==> config.mk <==
export PLATFORM = sky130hd
export DESIGN_NAME = pctd_walk_seq
export DESIGN_NICKNAME = d
export VERILOG_FILES = /design/src/design/prefix_code_tree_decoder_defines.svh /design/src/design/pctd_pkg.sv /design/src/design/pctd_walk_seq.sv
export SDC_FILE = /design/constraint.sdc
export NUM_CORES = 1
export LEC_CHECK = 0
export ABC_CLOCK_PERIOD_IN_PS = 4500
export BUFFER_PORTS_ARGS = -buffer_cell sky130_fd_sc_hd__buf_2
export CELL_PAD_IN_SITES_DETAIL_PLACEMENT = 1
export CELL_PAD_IN_SITES_GLOBAL_PLACEMENT = 1
export CORE_AREA = 3 3 130 157
export DETAILED_ROUTE_END_ITERATION = 12
export DIE_AREA = 0 0 133 160
export GPL_TIMING_DRIVEN = 0
export PLACE_DENSITY = 0.64
export SLEW_MARGIN = 20
export SYNTH_ARGS = -nofsm -noshare
export SYNTH_HDL_FRONTEND = slang
export SYNTH_SLANG_ARGS = --single-unit
==> constraint.sdc <==
create_clock -name aclk -period 4.5 [get_ports aclk]
set_clock_uncertainty 0.2 [all_clocks]
set_input_delay 0.225 -clock aclk [delete_from_list [all_inputs] [get_ports aclk]]
set_output_delay 0.225 -clock aclk [all_outputs]
set_load 0.1 [all_outputs]
==> src/design/prefix_code_tree_decoder_defines.svh <==
// Assertion macros shared by the prefix-code tree decoder.
`ifndef PREFIX_CODE_TREE_DECODER_DEFINES_SVH
`define PREFIX_CODE_TREE_DECODER_DEFINES_SVH

`ifndef SYNTHESIS

`define PCTD_ASSERT_HOLDS(label, clk, rst_n, cond) \
    label: assert property (@(posedge clk) disable iff (!rst_n) (cond)) \
        else $error("assertion failed: condition does not hold");

`define PCTD_ASSERT_IMPLIES(label, clk, rst_n, ante, cons) \
    label: assert property (@(posedge clk) disable iff (!rst_n) (ante) |-> (cons)) \
        else $error("assertion failed: implication does not hold");

`define PCTD_ASSERT_NEXT(label, clk, rst_n, ante, cons) \
    label: assert property (@(posedge clk) disable iff (!rst_n) (ante) |=> (cons)) \
        else $error("assertion failed: next-cycle implication does not hold");

`else

`define PCTD_ASSERT_HOLDS(label, clk, rst_n, cond)
`define PCTD_ASSERT_IMPLIES(label, clk, rst_n, ante, cons)
`define PCTD_ASSERT_NEXT(label, clk, rst_n, ante, cons)

`endif

`endif

==> src/design/pctd_pkg.sv <==
// Types, constants and codes of the prefix-code tree decoder.
package pctd_pkg;

    localparam int NODE_COUNT   = 512;
    localparam int NODE_BITS    = $clog2(NODE_COUNT);
    localparam int USED_BITS    = $clog2(NODE_COUNT + 1);
    localparam int MAX_CODE_LEN = 16;
    localparam int CODE_BITS    = 16;
    localparam int POS_BITS     = $clog2(CODE_BITS);
    localparam int LEN_BITS     = 5;
    localparam int SYMBOL_BITS  = 8;
    localparam int SYM_IO_BITS  = 8;
    localparam int STATUS_BITS  = 3;
    localparam int S_DATA_BITS  = 32;
    localparam int M_DATA_BITS  = 16;

    localparam logic OP_INSERT = 1'b0;
    localparam logic OP_DECODE = 1'b1;

    typedef enum logic [STATUS_BITS-1:0] {
        ST_OK       = 3'd0,
        ST_SYMBOL   = 3'd1,
        ST_FULL     = 3'd2,
        ST_MISSING  = 3'd3,
        ST_CONFLICT = 3'd4
    } status_t;

    typedef struct packed {
        logic                       leaf;
        logic [SYMBOL_BITS-1:0]     sym;
        logic [1:0][NODE_BITS-1:0]  kid;
    } node_t;

    typedef struct packed {
        logic                   rd_en;
        logic [NODE_BITS-1:0]   rd_addr;
        logic                   wr_en;
        logic [NODE_BITS-1:0]   wr_addr;
        node_t                  wr_data;
    } store_req_t;

    typedef enum logic [2:0] {
        S_IDLE,
        S_INS_CHK,
        S_INS_NEW,
        S_INS_END,
        S_DEC_KID,
        S_DEC_LEAF,
        S_DONE
    } seq_state_t;

endpackage

==> src/design/pctd_walk_seq.sv <==
// Walk sequencer: steps inserts and decodes through the node store and holds the result.
module pctd_walk_seq (
    input  logic                                aclk,
    input  logic                                aresetn,
    input  logic                                in_valid,
    output logic                                in_ready,
    input  logic                                opcode,
    input  logic [pctd_pkg::CODE_BITS-1:0]      code_bits,
    input  logic [pctd_pkg::LEN_BITS-1:0]       code_length,
    input  logic [pctd_pkg::SYM_IO_BITS-1:0]    symbol_in,
    input  logic                                data_bit,
    output pctd_pkg::store_req_t                req,
    input  pctd_pkg::node_t                     rdata,
    output logic                                res_valid,
    input  logic                                res_ready,
    output pctd_pkg::status_t                   res_status,
    output logic [pctd_pkg::SYM_IO_BITS-1:0]    res_symbol
);

    pctd_pkg::seq_state_t                   state_reg, state_next;
    logic [pctd_pkg::CODE_BITS-1:0]         code_reg, code_next;
    logic [pctd_pkg::LEN_BITS-1:0]          len_reg, len_next;
    logic [pctd_pkg::LEN_BITS-1:0]          idx_reg, idx_next;
    logic [pctd_pkg::SYMBOL_BITS-1:0]       sym_reg, sym_next;
    logic                                   bit_reg, bit_next;
    logic [pctd_pkg::NODE_BITS-1:0]         cur_reg, cur_next;
    logic [pctd_pkg::NODE_BITS-1:0]         walk_reg, walk_next;
    logic [pctd_pkg::USED_BITS-1:0]         used_reg, used_next;
    pctd_pkg::status_t                      pend_status_reg, pend_status_next;
    logic [pctd_pkg::SYMBOL_BITS-1:0]       pend_sym_reg, pend_sym_next;
    logic                                   out_valid_reg, out_valid_next;
    pctd_pkg::status_t                      out_status_reg, out_status_next;
    logic [pctd_pkg::SYM_IO_BITS-1:0]       out_sym_reg, out_sym_next;

    logic [pctd_pkg::LEN_BITS-1:0]          pos;
    logic                                   step_bit;
    logic [pctd_pkg::NODE_BITS-1:0]         kid;
    logic [pctd_pkg::USED_BITS:0]           need_sum;
    logic                                   full;
    logic [pctd_pkg::NODE_BITS-1:0]         new_node;
    pctd_pkg::node_t                        wr_node;

    always_ff @(posedge aclk) begin
        if (!aresetn) begin
            state_reg     <= pctd_pkg::S_IDLE;
            walk_reg      <= '0;
            used_reg      <= pctd_pkg::USED_BITS'(1);
            out_valid_reg <= 1'b0;
        end else begin
            state_reg     <= state_next;
            walk_reg      <= walk_next;
            used_reg      <= used_next;
            out_valid_reg <= out_valid_next;
        end
    end

    always_ff @(posedge aclk) begin
        code_reg        <= code_next;
        len_reg         <= len_next;
        idx_reg         <= idx_next;
        sym_reg         <= sym_next;
        bit_reg         <= bit_next;
        cur_reg         <= cur_next;
        pend_status_reg <= pend_status_next;
        pend_sym_reg    <= pend_sym_next;
        out_status_reg  <= out_status_next;
        out_sym_reg     <= out_sym_next;
    end

    assign pos      = len_reg - idx_reg - pctd_pkg::LEN_BITS'(1);
    assign step_bit = (int'(pos) < pctd_pkg::CODE_BITS) ?
                      code_reg[pos[pctd_pkg::POS_BITS-1:0]] : 1'b0;
    assign need_sum = {1'b0, used_reg} + (pctd_pkg::USED_BITS + 1)'(len_reg - idx_reg);
    assign full     = need_sum > (pctd_pkg::USED_BITS + 1)'(pctd_pkg::NODE_COUNT);
    assign new_node = used_reg[pctd_pkg::NODE_BITS-1:0];

    always_comb begin
        state_next       = state_reg;
        code_next        = code_reg;
        len_next         = len_reg;
        idx_next         = idx_reg;
        sym_next         = sym_reg;
        bit_next         = bit_reg;
        cur_next         = cur_reg;
        walk_next        = walk_reg;
        used_next        = used_reg;
        pend_status_next = pend_status_reg;
        pend_sym_next    = pend_sym_reg;
        out_valid_next   = out_valid_reg && !res_ready;
        out_status_next  = out_status_reg;
        out_sym_next     = out_sym_reg;
        req              = '0;
        in_ready         = 1'b0;
        kid              = '0;
        wr_node          = '0;

        unique case (state_reg)
            pctd_pkg::S_IDLE: begin
                in_ready = 1'b1;
                if (in_valid) begin
                    code_next     = code_bits;
                    len_next      = code_length;
                    sym_next      = pctd_pkg::SYMBOL_BITS'(symbol_in);
                    bit_next      = data_bit;
                    idx_next      = '0;
                    pend_sym_next = '0;
                    if (opcode == pctd_pkg::OP_DECODE) begin
                        req.rd_en   = 1'b1;
                        req.rd_addr = walk_reg;
                        cur_next    = walk_reg;
                        state_next  = pctd_pkg::S_DEC_KID;
                    end else if ((code_length == '0) ||
                                 (int'(code_length) > pctd_pkg::MAX_CODE_LEN)) begin
                        pend_status_next = pctd_pkg::ST_CONFLICT;
                        state_next       = pctd_pkg::S_DONE;
                    end else begin
                        req.rd_en   = 1'b1;
                        req.rd_addr = '0;
                        cur_next    = '0;
                        state_next  = pctd_pkg::S_INS_CHK;
                    end
                end
            end
            pctd_pkg::S_INS_CHK: begin
                kid = rdata.kid[step_bit];
                if (rdata.leaf) begin
                    pend_status_next = pctd_pkg::ST_CONFLICT;
                    state_next       = pctd_pkg::S_DONE;
                end else if (kid != '0) begin
                    req.rd_en   = 1'b1;
                    req.rd_addr = kid;
                    cur_next    = kid;
                    idx_next    = idx_reg + pctd_pkg::LEN_BITS'(1);
                    if ((idx_reg + pctd_pkg::LEN_BITS'(1)) == len_reg) begin
                        state_next = pctd_pkg::S_INS_END;
                    end
                end else if (full) begin
                    pend_status_next = pctd_pkg::ST_FULL;
                    state_next       = pctd_pkg::S_DONE;
                end else begin
                    wr_node               = rdata;
                    wr_node.kid[step_bit] = new_node;
                    req.wr_en             = 1'b1;
                    req.wr_addr           = cur_reg;
                    req.wr_data           = wr_node;
                    cur_next              = new_node;
                    used_next             = used_reg + pctd_pkg::USED_BITS'(1);
                    idx_next              = idx_reg + pctd_pkg::LEN_BITS'(1);
                    state_next            = pctd_pkg::S_INS_NEW;
                end
            end
            pctd_pkg::S_INS_NEW: begin
                req.wr_en   = 1'b1;
                req.wr_addr = cur_reg;
                if (idx_reg == len_reg) begin
                    wr_node.leaf     = 1'b1;
                    wr_node.sym      = sym_reg;
                    req.wr_data      = wr_node;
                    pend_status_next = pctd_pkg::ST_OK;
                    state_next       = pctd_pkg::S_DONE;
                end else begin
                    wr_node.kid[step_bit] = new_node;
                    req.wr_data           = wr_node;
                    cur_next              = new_node;
                    used_next             = used_reg + pctd_pkg::USED_BITS'(1);
                    idx_next              = idx_reg + pctd_pkg::LEN_BITS'(1);
                end
            end
            pctd_pkg::S_INS_END: begin
                if ((rdata.kid[0] != '0) || (rdata.kid[1] != '0)) begin
                    pend_status_next = pctd_pkg::ST_CONFLICT;
                end else begin
                    wr_node.leaf     = 1'b1;
                    wr_node.sym      = sym_reg;
                    req.wr_en        = 1'b1;
                    req.wr_addr      = cur_reg;
                    req.wr_data      = wr_node;
                    pend_status_next = pctd_pkg::ST_OK;
                end
                state_next = pctd_pkg::S_DONE;
            end
            pctd_pkg::S_DEC_KID: begin
                kid = rdata.kid[bit_reg];
                if (kid == '0) begin
                    pend_status_next = pctd_pkg::ST_MISSING;
                    walk_next        = '0;
                    state_next       = pctd_pkg::S_DONE;
                end else begin
                    req.rd_en   = 1'b1;
                    req.rd_addr = kid;
                    cur_next    = kid;
                    state_next  = pctd_pkg::S_DEC_LEAF;
                end
            end
            pctd_pkg::S_DEC_LEAF: begin
                if (rdata.leaf) begin
                    pend_status_next = pctd_pkg::ST_SYMBOL;
                    pend_sym_next    = rdata.sym;
                    walk_next        = '0;
                end else begin
                    pend_status_next = pctd_pkg::ST_OK;
                    walk_next        = cur_reg;
                end
                state_next = pctd_pkg::S_DONE;
            end
            pctd_pkg::S_DONE: begin
                if (!out_valid_reg || res_ready) begin
                    out_valid_next  = 1'b1;
                    out_status_next = pend_status_reg;
                    out_sym_next    = pctd_pkg::SYM_IO_BITS'(pend_sym_reg);
                    state_next      = pctd_pkg::S_IDLE;
                end
            end
            default: begin
                state_next = pctd_pkg::S_IDLE;
            end
        endcase
    end

    assign res_valid  = out_valid_reg;
    assign res_status = out_status_reg;
    assign res_symbol = out_sym_reg;

endmodule

==> summary.txt <==
Worst setup path
  – Reg2Reg Launch Point: len_reg[3]
  – Slowest CP cell: edfxtp_1
  – Critical-path cell list: ha_2 -> o21a_1 -> o31a_1 -> o21ai_1 -> nand2b_1 -> inv_2 -> buf_4 -> ha_1 -> or3_1 -> a221oi_2 -> nor2_1 -> xnor2_1 -> o311ai_4 -> buf_6 -> o2111a_2 -> clkbuf_16 -> a22o_4 -> buf_12
  – Worst Path Arrival: 4.58 ns
  – WP buf/inv: 5
  – CP top delay family: compound AO/OA/AOI/OAI gates
  – Worst EP required: just over 4 ns
  – CP endpoint kind: output port
  – Crit Path Max Fanout: 10
  – CP Launch Type: flip-flop
  – Slowest stage delay, CP: 0.44 ns
  – Critical path origin: len_reg[3]
  – Setup Crit Path Kind: reg2out

CTS
  – Clock-pin slew on the worst setup and hold paths: 0.07 ns
  – CTS tree: built
  – Clock Path Buffers: 2
  – CTS sink count: 89
  – H-tree depth: 3
  – Clock root cell: clkbuf_16
  – Num CTS Buffers: 9
  – Worst skew pair latency: 0.37 ns

Power
  – Worst VDD drop: roughly 0.00027 V
  – Leak: 3.48 nW
  – Total power per unit cell area: between 600 and 700 mW/mm^2

Synthesis
  – EDFF count, synth: 66
  – Post-synth top area share: 0.351
  – Simple-gate area share of the yosys netlist: 0.156
  – Synthesized Nets: approximately 650
  – Yosys cell types: between 60 and 70
  – Post-synth design cell area: 0.00564 sq mm
  – Seq/Total Area, Yosys: 0.433
  – Adder-Cell Fraction of Synth Area: 0.0572
  – Mapped Cells: between 500 and 600
  – Yosys warns: 0
  – Most frequent cell after synthesis: edfxtp_1
  – Largest family of logic cells by synthesized area: compound AO/OA/AOI/OAI gates
  – Ranking of synthesized cells by area: edfxtp_1 35%, dfxtp_1 8.2%, ha_1 4.7%
  – Top post-synthesis cells by count: 66 x edfxtp_1, 48 x nor2_1, 39 x a21oi_1, 39 x nand2_1, 29 x inv_1
  – Post-Synth XOR/XNOR Area: 0.0264
  – Top_reg_cell synth: edfxtp_1
  – Compound-Gate Fraction of Synth Area: 0.232
  – Multiplexer share of the synthesized area: 0.0521
  – Syn avg cell area: between 10 and 15 sq um
  – Seq cells post-synth: a little under 90
  – Cell taking the most area after synthesis: edfxtp_1
  – Ys async rst share: 0

Detailed routing
  – Routed Antenna Nets: 0
  – DRC: 0
  – Drt first pass iters: 5
  – WL/cell: about 20 um
  – WL final: 20600 um
  – Avg Vias per Cell: about 5.3
  – Iter 0 DRT Violations: ~340
  – Via count: about 5400

Global routing
  – Initial antenna violation count: 2
  – Vias in the first global route: around 5900
  – GRT Resource Usage Total: 0.191
  – Grt ovf: 0
  – First-pass GRT wire length: between 30000 and 40000 um
  – Largest net degree at the start of global routing: 31

Worst hold path
  – Worst hold path class: in2reg
  – Hold_sp: rdata[18]

Floorplan
  – Die area: between 0.02 and 0.025 sq mm
  – Io pins: between 100 and 150
  – Core area: ~0.019 sq mm
  – DIE WIDTH: 133 um
  – Initial cell density of the core: 0.298
  – Die Y: 160 um
  – Num rows: 55

Place
  – Port-buffer cells: 120
  – Hpwl dp: roughly 15000 um
  – Placed insts: roughly 940
  – DP Area: between 0.006 and 0.007 sq mm
  – Gp weighted congestion: 0.878

Final layout
  – Final Non-Filler Cells: approximately 1000
  – Nets@finish: 842
  – Max reg flops: 16
  – Fin area: 0.00854 sq mm
  – Share of layout cells above drive strength 1: 0.344
  – Area Overhead vs Synth: 51.3%
  – Register area: approximately 0.0024 sq mm
  – Area of the multi-input gates: 0.00341 sq mm
  – Layout fillers: between 2000 and 2500

Outcome
  – Failing checks: negative setup slack
  – Status: finished, violations left

Timing
  – Final worst-path setup slack: -0.503 ns
  – Max Freq: roughly 0.2 GHz
  – Final Critical Period: roughly 5 ns
  – RSZ-0062 raised after global routing: yes
  – Setup_tns: -16.39 ns
  – Final hold vios: 0
  – Crit share post-route: 1.11
  – Rel. slew slack: 0.359
  – Worst-Margin Slew: approximately 0.95 ns
  – Slew Limit Fails: 0
  – Final-report setup violation count: 52

Job
  – Maxcap violations: 0
path summary, 6_finish.rpt:
kind                                        end  slack, ns  depth (start not counted)
worst max-delay path                     req[3]      -0.50                         18
worst min-delay path            pend_sym_reg[0]       0.04                          2
worst max register to register       idx_reg[4]      -0.08                         19
worst min register to register    res_status[2]       0.22                          0
layout by cell type, fill, tap and decap left out, types with 7 or more instances in the layout:
cell / count
nand2_1: 38
xor2_1: 7
buf_12: 38
nor3_1: 7
ha_1: 17
dfxtp_1: 23
clkbuf_16: 10
inv_1: 25
o21ai_0: 12
edfxtp_1: 66
a21oi_1: 35
clkbuf_1: 21
nand3_1: 20
buf_4: 20
o21ai_1: 7
nor2_1: 46
and2_4: 9
a22o_4: 26
xnor2_1: 8
buf_6: 16
a22oi_1: 9
and3_1: 14
dlygate4sd3_1: 33
a21o_1: 11
mux2i_1: 17
buf_2: 79
final cells by class:
| class | instances | share of cell area |
|---|---|---|
| multi-input combinational | 414 | 0.400 |
| clock buffer | 9 | 0.0264 |
| tap | 256 | 0.0375 |
| clock inverter | 7 | 0.00821 |
| sequential | 89 | 0.286 |
| buffer | 30 | 0.0193 |
| antenna | 2 | 0.000586 |
| inverter | 29 | 0.0128 |
| timing repair buffer | 183 | 0.210 |
metal layers:
layer  vias to the layer above  GRT usage  routed length, um
met3                        41     0.0290                754
met5                         -          0                  0
met2                       146      0.354              11200
li1                       2538          -                  -
met4                         0     0.0756                582
met1                      2673      0.217               8030
worst reg2reg max path: cells and delay by family, from the launching register on:
family                   cells  cell delay, ns
adder cells (fa/ha/maj)      2            0.65
AO/OA/AOI/OAI                7            1.51
AND/OR/NAND/NOR              4            0.70
XOR/XNOR                     1            0.16
buffers and inverters        5            0.64
flip-flops                   1            0.44
power breakdown:
| part | switching [W] | total, W | internal (W) |
|---|---|---|---|
| sequential | 0.000114 | 0.00131 | 0.00120 |
| combinational | 0.00213 | 0.00339 | 0.00126 |
| clock | 0.000363 | 0.000752 | 0.000389 |
| total | 0.00261 | 0.00545 | 0.00284 |
logic make-up (layout without fill, tap and decap cells):
family | Yosys count | count (layout)
AOI/OAI and AO/OA | 170 | 171
xor gates and xnor gates | 17 | 17
adders and majority gates | 24 | 24
buffers and inverters | 60 | 258
DFF | 89 | 89
muxes | 24 | 24
other | 0 | 2
and+or+nand+nor | 178 | 178
repair_timing:
| action | CTS | global route |
|---|---|---|
| endpoints found under the hold margin | 34 | 0 |
| gates resized for setup | 171 | 54 |
| pin swaps | 10 | 31 |
| gates cloned | 2 | 0 |
| hold buffers | 33 | 0 |
| setup endpoints to repair | 61 | 71 |
| buffers inserted | 16 | 15 |
stage by stage:
step           hold slack (ns)  worst slack [ns]   util  power, W
6_report                0.0404            -0.503  0.451   0.00545
3_5_place_dp             0.203            -0.763  0.359   0.00417
5_1_grt                 0.0487            -0.675  0.451   0.00578
4_1_cts                0.00341            -0.501  0.437   0.00517
2_1_floorplan            0.124            -0.118      -   0.00349
3_3_place_gp             0.203            -0.747  0.359   0.00407
(Power assumes the default switching activity.)
